==> src/hdl/stun_pkg.sv <==
// Shared types, constants and the CRC-32 byte step for the STUN message parser.
// No dependencies; every module of the parser imports this package.
`timescale 1ns / 1ps
`default_nettype none
package stun_pkg;

  localparam int unsigned QUEUE_DEPTH = 4;

  localparam logic [16:0] HDR_BYTES    = 17'd20;
  localparam logic [16:0] POS_MAX      = 17'h1FFFF;
  localparam logic [13:0] COUNT_MAX    = 14'h3FFF;
  localparam logic [31:0] STUN_MAGIC   = 32'h2112A442;
  localparam logic [31:0] FP_XOR       = 32'h5354554E;
  localparam logic [31:0] CRC_POLY     = 32'hEDB88320;
  localparam logic [31:0] CRC_INIT     = 32'hFFFFFFFF;
  localparam logic [7:0]  TOP_BITS     = 8'hC0;

  // record kind as carried on out_tuser
  localparam logic REC_ATTR    = 1'b0;
  localparam logic REC_VERDICT = 1'b1;

  // one queue entry: the records caused by one byte
  typedef struct packed {
    logic        attr_v;
    logic [15:0] atype;
    logic [15:0] alen;
    logic [16:0] aoff;
    logic [31:0] fp;
    logic        attr_last;
    logic        verd_v;
    logic [15:0] mtype;
    logic [15:0] mlen;
    logic        ok;
    logic [13:0] total;
  } stun_event_t;

  // reflected CRC-32, one byte
  function automatic logic [31:0] crc32_byte(input logic [31:0] crc, input logic [7:0] b);
    logic [31:0] c;
    c = crc ^ {24'h000000, b};
    for (int i = 0; i < 8; i++) begin
      c = c[0] ? ((c >> 1) ^ CRC_POLY) : (c >> 1);
    end
    return c;
  endfunction

endpackage
`default_nettype wire

==> src/hdl/stun_front.sv <==
// Front end: accepts datagram bytes, captures the header, tracks attribute
// boundaries and the running CRC, and forms one queue entry per reporting byte.
// Depends on stun_pkg.
`timescale 1ns / 1ps
`default_nettype none
module stun_front
  import stun_pkg::*;
(
  input  wire logic        clk,
  input  wire logic        rst_n,
  input  wire logic        in_fire,
  input  wire logic [7:0]  in_byte,
  input  wire logic        in_last,
  output stun_event_t      ev,
  output logic             ev_push
);

  logic [16:0] pos_r, pos_nxt;
  logic [15:0] htype_r, htype_nxt;
  logic [15:0] hlen_r, hlen_nxt;
  logic [31:0] cookie_r, cookie_nxt;
  logic [31:0] crc_r, crc_nxt;
  logic [31:0] crc_at_r, crc_at_nxt;
  logic [16:0] start_r, start_nxt;
  logic [31:0] shift_r, shift_nxt;
  logic [13:0] count_r, count_nxt;
  logic        fbad_r, fbad_nxt;

  logic [17:0] start_ext, end4, body_end, body_end_new, nlen, nsum;
  logic        in_hdr, attr_fire, ok;

  always_comb begin
    pos_nxt    = pos_r;
    htype_nxt  = htype_r;
    hlen_nxt   = hlen_r;
    cookie_nxt = cookie_r;
    crc_at_nxt = crc_at_r;
    start_nxt  = start_r;
    shift_nxt  = shift_r;
    count_nxt  = count_r;
    fbad_nxt   = fbad_r;
    attr_fire  = 1'b0;
    nlen       = '0;
    nsum       = '0;

    // header capture, big-endian
    if (pos_r == 17'd0) begin
      htype_nxt = {in_byte, 8'h00};
      fbad_nxt  = |(in_byte & TOP_BITS);
    end else if (pos_r == 17'd1) begin
      htype_nxt = {htype_r[15:8], in_byte};
    end else if (pos_r == 17'd2) begin
      hlen_nxt = {in_byte, 8'h00};
    end else if (pos_r == 17'd3) begin
      hlen_nxt = {hlen_r[15:8], in_byte};
    end else if (pos_r >= 17'd4 && pos_r < 17'd8) begin
      cookie_nxt = {cookie_r[23:0], in_byte};
    end

    start_ext = {1'b0, start_r};
    end4      = start_ext + 18'd4;
    body_end  = {1'b0, HDR_BYTES} + {2'b00, hlen_r};
    in_hdr    = (pos_r >= HDR_BYTES) && (pos_r >= start_r) &&
                ({1'b0, pos_r} < end4) && (end4 <= body_end);

    if (in_hdr) begin
      if (pos_r == start_r) crc_at_nxt = crc_r;
      shift_nxt = {shift_r[23:0], in_byte};
      if ({1'b0, pos_r} == start_ext + 18'd3) begin
        attr_fire = 1'b1;
        // value length rounded up to a whole word
        nlen      = ({2'b00, shift_r[7:0], in_byte} + 18'd3) & ~18'd3;
        nsum      = end4 + nlen;
        start_nxt = (nsum > {1'b0, POS_MAX}) ? POS_MAX : nsum[16:0];
        if (count_r < COUNT_MAX) count_nxt = count_r + 14'd1;
        shift_nxt = '0;
      end
    end

    crc_nxt = crc32_byte(crc_r, in_byte);
    if (pos_r < POS_MAX) pos_nxt = pos_r + 17'd1;

    body_end_new = {1'b0, HDR_BYTES} + {2'b00, hlen_nxt};
    ok = (pos_nxt >= HDR_BYTES) && !fbad_nxt && ({1'b0, pos_nxt} >= body_end_new) &&
         (cookie_nxt == STUN_MAGIC);

    ev.attr_v    = attr_fire;
    ev.atype     = shift_r[23:8];
    ev.alen      = {shift_r[7:0], in_byte};
    ev.aoff      = start_r;
    ev.fp        = ~crc_at_r ^ FP_XOR;
    ev.attr_last = !in_last;
    ev.verd_v    = in_last;
    ev.mtype     = htype_nxt;
    ev.mlen      = hlen_nxt;
    ev.ok        = ok;
    ev.total     = count_nxt;
    ev_push      = in_fire && (attr_fire || in_last);

    // end of datagram: back to the reset state
    if (in_last) begin
      pos_nxt    = '0;
      htype_nxt  = '0;
      hlen_nxt   = '0;
      cookie_nxt = '0;
      crc_nxt    = CRC_INIT;
      crc_at_nxt = '0;
      start_nxt  = HDR_BYTES;
      shift_nxt  = '0;
      count_nxt  = '0;
      fbad_nxt   = 1'b0;
    end
  end

  always_ff @(posedge clk) begin
    if (!rst_n) begin
      pos_r    <= '0;
      htype_r  <= '0;
      hlen_r   <= '0;
      cookie_r <= '0;
      crc_r    <= CRC_INIT;
      crc_at_r <= '0;
      start_r  <= HDR_BYTES;
      shift_r  <= '0;
      count_r  <= '0;
      fbad_r   <= 1'b0;
    end else if (in_fire) begin
      pos_r    <= pos_nxt;
      htype_r  <= htype_nxt;
      hlen_r   <= hlen_nxt;
      cookie_r <= cookie_nxt;
      crc_r    <= crc_nxt;
      crc_at_r <= crc_at_nxt;
      start_r  <= start_nxt;
      shift_r  <= shift_nxt;
      count_r  <= count_nxt;
      fbad_r   <= fbad_nxt;
    end
  end

endmodule
`default_nettype wire

==> src/hdl/stun_queue.sv <==
// Short queue of record entries between the front and back ends, with a
// registered head entry. Depends on stun_pkg.
`timescale 1ns / 1ps
`default_nettype none
module stun_queue
  import stun_pkg::*;
#(
  parameter int unsigned DEPTH = QUEUE_DEPTH
) (
  input  wire logic        clk,
  input  wire logic        rst_n,
  input  wire logic        push,
  input  wire stun_event_t push_data,
  output logic             full,
  input  wire logic        pop,
  output stun_event_t      head,
  output logic             head_valid
);

  localparam int unsigned PW = (DEPTH > 1) ? $clog2(DEPTH) : 1;
  localparam int unsigned CW = $clog2(DEPTH + 1);
  localparam logic [PW-1:0] PTR_LAST = PW'(DEPTH - 1);
  localparam logic [CW-1:0] CNT_FULL = CW'(DEPTH);

  stun_event_t   mem [DEPTH];
  logic [PW-1:0] wr_ptr_r, rd_ptr_r;
  logic [CW-1:0] cnt_r;
  logic          head_v_r;
  stun_event_t   head_r;
  logic          do_read;

  assign full       = (cnt_r == CNT_FULL);
  assign do_read    = (cnt_r != '0) && (!head_v_r || pop);
  assign head       = head_r;
  assign head_valid = head_v_r;

  always_ff @(posedge clk) begin
    if (push) mem[wr_ptr_r] <= push_data;
    if (do_read) head_r <= mem[rd_ptr_r];
  end

  always_ff @(posedge clk) begin
    if (!rst_n) begin
      wr_ptr_r <= '0;
      rd_ptr_r <= '0;
      cnt_r    <= '0;
      head_v_r <= 1'b0;
    end else begin
      if (push) wr_ptr_r <= (wr_ptr_r == PTR_LAST) ? '0 : wr_ptr_r + PW'(1);
      if (do_read) rd_ptr_r <= (rd_ptr_r == PTR_LAST) ? '0 : rd_ptr_r + PW'(1);
      case ({push, do_read})
        2'b10:   cnt_r <= cnt_r + CW'(1);
        2'b01:   cnt_r <= cnt_r - CW'(1);
        default: cnt_r <= cnt_r;
      endcase
      if (do_read) head_v_r <= 1'b1;
      else if (pop) head_v_r <= 1'b0;
    end
  end

endmodule
`default_nettype wire

==> src/hdl/stun_back.sv <==
// Back end: takes queue entries and presents their attribute and verdict
// records on the output stream, attribute first. Depends on stun_pkg.
`timescale 1ns / 1ps
`default_nettype none
module stun_back
  import stun_pkg::*;
(
  input  wire logic          clk,
  input  wire logic          rst_n,
  input  wire stun_event_t   head,
  input  wire logic          head_valid,
  output logic               pop,
  output logic               out_tvalid,
  input  wire logic          out_tready,
  output logic [127:0]       out_tdata,
  output logic               out_tlast,
  output logic               out_tuser
);

  stun_event_t ev_r;
  logic        attr_pend_r, verd_pend_r;
  logic        out_fire, done;

  assign out_tvalid = attr_pend_r || verd_pend_r;
  assign out_fire   = out_tvalid && out_tready;
  assign done       = out_fire && !(attr_pend_r && verd_pend_r);
  assign pop        = head_valid && (!out_tvalid || done);

  always_comb begin
    if (attr_pend_r) begin
      out_tuser = REC_ATTR;
      out_tlast = ev_r.attr_last;
      out_tdata = {47'd0, ev_r.fp, ev_r.aoff, ev_r.alen, ev_r.atype};
    end else begin
      out_tuser = REC_VERDICT;
      out_tlast = 1'b1;
      out_tdata = {ev_r.total, ev_r.ok, ev_r.mlen, ev_r.mtype, 81'd0};
    end
  end

  always_ff @(posedge clk) begin
    if (pop) ev_r <= head;
  end

  always_ff @(posedge clk) begin
    if (!rst_n) begin
      attr_pend_r <= 1'b0;
      verd_pend_r <= 1'b0;
    end else if (pop) begin
      attr_pend_r <= head.attr_v;
      verd_pend_r <= head.verd_v;
    end else if (out_fire) begin
      // drop the record just transferred
      if (attr_pend_r) attr_pend_r <= 1'b0;
      else verd_pend_r <= 1'b0;
    end
  end

endmodule
`default_nettype wire

==> src/hdl/stun_message_parser.sv <==
// Top level of the STUN message parser: front end, record queue, back end.
// Depends on stun_pkg, stun_front, stun_queue and stun_back.
//
// The parser takes one datagram byte per cycle on the in_ stream and never
// stalls the input while the output keeps up. Each byte that completes an
// attribute header inside the declared body yields an attribute record, and
// the byte marked tlast yields the verdict record; when both fall on one byte
// the back end sends both records from that entry, and a queue of Q_DEPTH
// entries absorbs this and short output stalls. A record reaches out_ through
// the queue entry, the queue head register and the output register.
`timescale 1ns / 1ps
`default_nettype none
module stun_message_parser
  import stun_pkg::*;
#(
  parameter int unsigned Q_DEPTH = QUEUE_DEPTH
) (
  input  wire logic          clk,
  input  wire logic          rst_n,
  input  wire logic          in_tvalid,
  output logic               in_tready,
  input  wire logic [7:0]    in_tdata,   // [7:0] data_byte
  input  wire logic          in_tlast,
  output logic               out_tvalid,
  input  wire logic          out_tready,
  // [15:0] attribute_type, [31:16] attribute_length, [48:32] attribute_offset,
  // [80:49] fingerprint_value, [96:81] message_type, [112:97] message_length,
  // [113] header_ok, [127:114] attribute_total
  output logic [127:0]       out_tdata,
  output logic               out_tlast,
  output logic               out_tuser   // [0] record_kind
);

  stun_event_t ev, head;
  logic        ev_push, q_full, head_valid, pop, in_fire;

  assign in_tready = !q_full;
  assign in_fire   = in_tvalid && in_tready;

  stun_front u_front (
    .clk     (clk),
    .rst_n   (rst_n),
    .in_fire (in_fire),
    .in_byte (in_tdata),
    .in_last (in_tlast),
    .ev      (ev),
    .ev_push (ev_push)
  );

  stun_queue #(
    .DEPTH (Q_DEPTH)
  ) u_queue (
    .clk        (clk),
    .rst_n      (rst_n),
    .push       (ev_push),
    .push_data  (ev),
    .full       (q_full),
    .pop        (pop),
    .head       (head),
    .head_valid (head_valid)
  );

  stun_back u_back (
    .clk        (clk),
    .rst_n      (rst_n),
    .head       (head),
    .head_valid (head_valid),
    .pop        (pop),
    .out_tvalid (out_tvalid),
    .out_tready (out_tready),
    .out_tdata  (out_tdata),
    .out_tlast  (out_tlast),
    .out_tuser  (out_tuser)
  );

endmodule
`default_nettype wire

==> config.mk <==
export PLATFORM = sky130hd
export DESIGN_NAME = stun_message_parser
export DESIGN_NICKNAME = d
export VERILOG_FILES = /design/src/hdl/stun_pkg.sv /design/src/hdl/stun_front.sv /design/src/hdl/stun_queue.sv /design/src/hdl/stun_back.sv /design/src/hdl/stun_message_parser.sv
export SDC_FILE = /design/constraint.sdc
export NUM_CORES = 1
export LEC_CHECK = 0
export BUFFER_PORTS_ARGS = -buffer_cell sky130_fd_sc_hd__buf_2
export CAP_MARGIN = 25
export CORE_MARGIN = 3
export CORE_UTILIZATION = 47
export DETAILED_ROUTE_END_ITERATION = 16
export HOLD_SLACK_MARGIN = 0.12
export SLEW_MARGIN = 20
export SYNTH_ARGS = -nofsm -noshare
export SYNTH_HDL_FRONTEND = slang
export SYNTH_SLANG_ARGS = --single-unit
==> constraint.sdc <==
create_clock -name clk -period 20.4 [get_ports clk]
set_input_delay 4.08 -clock clk [delete_from_list [all_inputs] [get_ports clk]]
set_output_delay 4.08 -clock clk [all_outputs]
set_load 0.005 [all_outputs]
# [Word level (Yosys, flattened, before mapping)]
# Memories as Yosys holds them, arrays and structs flattened. A register that Yosys moved wholly into a read port is not among the register bits.
# Cells that the tools add are included.
[classes] addsub=12 magnitude_cmp=11 n_eq_ne=12 mux=58 n_bitwise=11 n_reduce_logical=37
[op_table] operator="two-way mux 32 bit" n=18
[op_table] operator="two-way mux 128 bit" n=1
[op_table] operator="inverter 13 -> 14 bit" n=8
[op_table] operator="two-way mux 17 bit" n=6
[op_table] operator="two-way mux 16 bit" n=6
[op_table] operator="two-way mux 24 bit" n=3
[op_table] operator="two-way mux 14 bit" n=4
[op_table] operator="adder 5 x 16 -> 17 bit (first input constant)" n=2
[op_table] operator="equality test 17 x 2 -> 1 bit (second input constant)" n=2
[op_table] operator="greater-or-equal comparator 17 x 5 -> 1 bit (second input constant)" n=2
[op_table] operator="equality test 32 x 30 -> 1 bit (second input constant)" n=1
[op_table] operator="inverter 32 bit" n=1
[op_table] operator="XOR 32 x 8 -> 32 bit" n=1
[op_table] operator="adder 17 x 2 -> 18 bit (second input constant)" n=1
[op_table] operator="adder 17 x 3 -> 18 bit (second input constant)" n=1
[op_table] operator="adder 18 bit" n=1
[op_table] operator="equality test 17 x 18 -> 1 bit" n=1
[op_table] operator="greater-or-equal comparator 17 x 18 -> 1 bit" n=1
[op_table] operator="> comparator 18 x 17 -> 1 bit (second input constant)" n=1
[op_table] operator="less-or-equal comparator 18 bit" n=1
[op_table] operator="less-than comparator 17 x 18 -> 1 bit" n=1
[op_table] operator="adder 16 x 2 -> 17 bit (second input constant)" n=1
[op_table] operator="adder 17 x 1 -> 17 bit (second input constant)" n=1
[op_table] operator="equality test 17 x 1 -> 1 bit (second input constant)" n=1
[op_table] operator="28 further kinds" n=75
[word_totals] register_bits=340 ram_bits=524 input_bits=13 output_inout_bits=132 wordCells=167 mem_count=1
[memory_table] memory="u_queue.mem" words=4 word_bits=131 rd=1 rd_ports_with_merged_regs=1 write_ports=1 line_no="stun_queue.sv:25" rtl="stun_event_t mem [DEPTH];"

# [Depth between registers and ports, before layout]
[depth] ltp_word=18 ltp_mapped=23 mapped_depth_nobuf=21

# [Modules after synthesis]
# From an unflattened synthesis, not the netlist that was laid out.
[unflattened] cells_unflattened=2780 area_unflattened_um2=41334.6
[modules_own_cells] mod="stun_queue" n_inst=1 cells_per_inst=865 area_each_um2=23283.6 seq_area_each_um2=19829.0
[modules_own_cells] mod="stun_front" n_inst=1 cells_per_inst=1627 area_each_um2=13175.1 seq_area_each_um2=4003.8
[modules_own_cells] mod="stun_back" n_inst=1 cells_per_inst=286 area_each_um2=4865.9 seq_area_each_um2=3913.8
[modules_own_cells] mod="stun_message_parser" n_inst=1 cells_per_inst=2 area_each_um2=10.0 seq_area_each_um2=0.0

# [Least setup slack after synthesis]
# Ideal clock, no wire load.
[synth_timing] path_kind="in2reg" start="input port out_tready" end="register u_queue.cnt_r[2]" setup_ns=0.070 t_arrival_ns=12.938 t_required_ns=20.330 slack_ns=7.392 stages=9 path_buffers=0 cell_sequence="inv_1 -> maj3_1 -> a21oi_1 -> ha_1 -> inv_1 -> fa_1 -> xor2_1 -> or3_1 -> a21oi_1"
[synth_between] elab_chain_len=8 word_cells_on_any_way=10 cone_classes="2 x eq/ne; 1 x mux; 7 x reduce/logical"
[synth_rtl] item="start: declaration" line_no="stun_message_parser.sv:25" rtl="input wire logic out_tready,"
[synth_rtl] item="logical AND 1 bit *" line_no="stun_back.sv:25" rtl="assign out_fire = out_tvalid && out_tready;"
[synth_rtl] item="logical AND 1 bit *" line_no="stun_back.sv:26" rtl="assign done = out_fire && !(attr_pend_r && verd_pend_r);"
[synth_rtl] item="logical OR 1 bit *" line_no="stun_back.sv:27" rtl="assign pop = head_valid && (!out_tvalid || done);"
[synth_rtl] item="logical AND 1 bit *" line_no="stun_back.sv:27"
[synth_rtl] item="logical OR 1 bit *" line_no="stun_queue.sv:33" rtl="assign do_read = (cnt_r != '0) && (!head_v_r || pop);"
[synth_rtl] item="logical AND 1 bit *" line_no="stun_queue.sv:33"
[synth_rtl] item="via u_queue.do_read" line_no="stun_queue.sv:30" rtl="logic do_read;"
[synth_rtl] item="equality test 2 x 1 -> 1 bit / equality test 2 bit (equally long branches)" line_no="stun_queue.sv:51" rtl="case ({push, do_read})"
[synth_rtl] item="one-hot mux 3 bit (2 select lines) / nonzero test 2 bit (equally long branches)"
[synth_rtl] item="end signal: assignment" line_no="stun_queue.sv:52" rtl="2'b10: cnt_r <= cnt_r + CW'(1);"
[synth_rtl] item="end signal: assignment" line_no="stun_queue.sv:53" rtl="2'b01: cnt_r <= cnt_r - CW'(1);"
[synth_rtl] item="end signal: assignment" line_no="stun_queue.sv:54" rtl="default: cnt_r <= cnt_r;"
[synth_rtl] item="end: declaration" line_no="stun_queue.sv:27" rtl="logic [CW-1:0] cnt_r;"
# The timed path passes the listed nets; every way through them passes the cells marked *.
# A chain may end at the register's enable or synchronous reset.

# [Worst setup path in the final report]
[layout_timing] start="input port in_tdata[1]" end="register u_front.start_r[4]"
[layout_between] elab_chain_len=7
[layout_rtl] item="start: declaration" line_no="stun_message_parser.sv:22" rtl="input wire logic [7:0] in_tdata,"
[layout_rtl] item="adder 16 x 2 -> 17 bit *" line_no="stun_front.sv:72" rtl="nlen = ({2'b00, shift_r[7:0], in_byte} + 18'd3) & ~18'd3;"
[layout_rtl] item="adder 18 bit *" line_no="stun_front.sv:73" rtl="nsum = end4 + nlen;"
[layout_rtl] item="> comparator 18 x 17 -> 1 bit" line_no="stun_front.sv:74" rtl="start_nxt = (nsum > {1'b0, POS_MAX}) ? POS_MAX : nsum[16:0];"
[layout_rtl] item="two-way mux 17 bit *" line_no="stun_front.sv:74"
[layout_rtl] item="two-way mux 17 bit *" line_no="stun_front.sv:69" rtl="if ({1'b0, pos_r} == start_ext + 18'd3) begin"
[layout_rtl] item="two-way mux 17 bit *" line_no="stun_front.sv:66" rtl="if (in_hdr) begin"
[layout_rtl] item="two-way mux 17 bit *" line_no="stun_front.sv:101" rtl="if (in_last) begin"
[layout_rtl] item="end signal: assignment" line_no="stun_front.sv:134" rtl="start_r <= start_nxt;"
[layout_rtl] item="end: declaration" line_no="stun_front.sv:24" rtl="logic [16:0] start_r, start_nxt;"
# Every way passes the cells marked *; elsewhere a longest branch is shown, timed or not. The select of a mux whose other input is x is not followed.

==> reports/results.txt <==
clock power share: 0.350
Area Growth Syn to Fin: 13.1%
total of max-cap violations: 0
Hold Buf Count CTS: 0
pre-CTS setup slack: 12.08 ns
top cells by count, synth: edfxtp_1 (778), dfxtp_1 (210), nor2_1 (156)
Synth Instances: 2839
Pwr Density: 117 nW/um^2
total CTS buffers: 101
fraction of layout cells with a size suffix above 1: 0.174
r2r setup slk: 13.49 ns
Synth Net Count: 2951
area share of the largest cell type after synthesis: 0.567
Psw: 1.42 mW
Worst EP required: 20.94 ns
Setup crit start kind: input pin
largest net degree at the start of global routing: 114
Synth area leaders: edfxtp_1 (57%), dfxtp_1 (10%), mux4_2 (7.1%)
PnR worst setup slack: 12.69 ns
Synth Register Bits: 988
detailed-route DRC error count: 0
Gate power share: 0.170
WL final: 92.8 mm
Final period util: 0.378
area occupied by multi-input gates: 12700 um^2
area leader, netlist: edfxtp_1
register area: 27600 um^2
cell area after synthesis: 41200 um^2
sequential area share after synthesis: 0.669
Detailed Place HPWL: 58.2 mm
# setup viols final: 0
main flop type after synthesis: edfxtp_1
Fmax: 130 MHz
top-count cell post-synth: edfxtp_1
Worst-Skew Late Latency: 0.67 ns
maximum fanout along the worst path: 15
cell internal pwr: 4.04 mW
CP Capture Type: flip-flop
CTS Buffer Depth: 3
WL/cell: 22.2 um
drt first pass iters: 7
ant diodes: 0
DR vias: 24100
Post-DRT Antenna Nets: 0
Worst-path clk slew: 0.06 ns
DIE HEIGHT: 302 um
# H-tree levels: 3
I/O pin count: 145
Initial Utilization: 0.479
crit path from: in_tdata[1]
first-pass GRT wire length: 144 mm
switch share: 0.260
grt total ovfl: 0
status: finished, final reports clean
power share of the sequential group: 0.481
Setup Fix Bufs, Post-CTS: 0
Rows: 107
Yosys cell types: 87
yosys synthesis warning count: 0
Net count, final: 3068
Rel. slew slack: 0.322
Max Slew Vio Count: 0
Post-synth EDFFs: 778
Critical R2R Launch: u_front.start_r[3]
unrepaired setup endpoints after global routing: no
fin crit period: 7.71 ns
total core area: 86100 um^2
die area: 91300 um^2
post-synthesis async set-or-reset flop share: 0
TritonCTS Sinks: 988
Final Hold Fails: 0
Critical Setup Path Class: in -> reg
Fill cells: 6924
Critical Path AT: 8.25 ns
detailed router's first-iteration violation count: 1905
clock root cell: clkbuf_16
vias in the first global route: 24500
floorplan die width: 302 um
worst vdd ir: 0.104 mV
Port Buffers: 144
leak pwr: 15.5 nW
Slew @ Worst Pin: 1.01 ns
initial antenna violation count: 0
Worst Clk Skew: 0.0247 ns
Tot GR Track Use: 0.204
Worst Hold Class: reg -> reg
Sum Neg Setup Slack: 0 ns
syn_area_per_cell: 14.5 um^2
hold wc startpoint: u_queue.head[95]
vias per std cell: 5.75
CTS tree: built
placer congestion estimate: 0.897
post-CTS resize count: 0
==> logic make-up (layout without fill, tap and decap cells) <==
family                   count (synthesis)  in the layout  synth area share
AO/OA/AOI/OAI                          440            440            0.0684
XOR/XNOR                               178            178            0.0378
adder cells (fa/ha/maj)                100            100            0.0307
buffers and inverters                  247            451            0.0246
flip-flops                             988            988             0.669
multiplexers                           146            146            0.0752
AND/OR/NAND/NOR                        740            740            0.0941
==> layout make-up <==
class,instances,area share
sequential,988,0.592
multi-input combinational,1604,0.272
clock buffer,132,0.0594
tap,1144,0.0307
timing repair buffer,186,0.0243
clock inverter,58,0.0154
inverter,75,0.00609
==> registers in the layout, indices dropped and copies added, names as in the netlist <==
name / cells
u_back.attr_pend_r: 1
u_back.verd_pend_r: 1
u_front.count_r: 14
u_front.fbad_r: 1
u_queue.rd_ptr_r: 2
u_queue.wr_ptr_r: 2
u_queue.head: 130
u_front.cookie_r: 32
u_front.crc_at_r: 32
u_back.ev_r: 128
u_front.hlen_r: 16
u_queue.head_valid: 1
u_front.crc_r: 32
u_front.shift_r: 24
u_front.start_r: 16
u_front.pos_r: 17
u_queue.cnt_r: 3
u_queue.mem: 520
u_front.htype_r: 16
==> per-layer routing <==
| layer | vias up | part of all wire | wire length, um | global-route usage |
|---|---|---|---|---|
| met2 | 742 | 0.47 | 44100 | 0.331 |
| li1 | 11100 | - | - | - |
| met4 | 0 | 0.025 | 2310 | 0.0605 |
| met1 | 12100 | 0.45 | 41300 | 0.287 |
| met5 | - | 0 | 0 | 0 |
| met3 | 163 | 0.055 | 5080 | 0.0329 |
==> metrics by stage <==
step	power (mW)	instance area [um^2]	instances	utilization	hold slack (ns)
final	5.46	46600	4187	0.541	0.410
after global routing	5.71	46600	4187	0.541	0.417
after CTS	5.53	46500	4181	0.540	0.412
after detailed placement	3.61	43000	3991	0.499	0.405
after global placement	3.59	43000	3990	0.499	0.401
after floorplan	3.34	41200	2839	-	0.400
==> placed cells by master, fill, tap and decap left out, types with 17 or more instances in the layout <==
cell and n:
a21o_1 19, a21oi_1 114, a22oi_1 76, and2_1 85, and3_1 17, buf_2 144
buf_4 35, clkbuf_1 21, clkbuf_16 103, dfxtp_1 207, edfxtp_1 778, ha_1 97
inv_1 73, mux4_2 130, nand2_1 140, nand3_1 69, nand4_1 86, nor2_1 154
nor2b_1 54, nor3_1 30, nor4_1 18, o211ai_1 25, o21ai_0 96, o22ai_1 29
xnor2_1 123, xor2_1 55
==> worst paths after layout <==
path	endpoint	depth (start not counted)
worst max-delay path	u_front.start_r[4]	15
worst max register to register	u_queue.mem[1][78]	16
worst min register to register	u_back.ev_r[95]	0
worst min-delay path	u_back.ev_r[95]	0
==> power groups by stage <==
stage                     registers [mW]  clock network, mW  logic (mW)
final                               2.62               1.91       0.927
after global routing                2.65               2.04        1.02
after CTS                           2.63               1.95       0.944
after detailed placement            2.67                  0       0.937
after global placement              2.66                  0       0.923
after floorplan                     2.67                  0       0.672
==> worst max-delay path, stage by stage <==
cell	delay, ns
buf_2	0.48
o21a_1	0.30
nand4_1	0.16
nor2_1	0.35
nand4_1	0.20
nor2_1	0.28
xor2_1	0.11
ha_1	0.35
and3_1	0.23
and3_1	0.16
nand3_1	0.10
a31oi_1	0.30
mux2i_1	0.31
nand2_1	0.35
o32a_1	0.45
(Power assumes the default switching activity.)
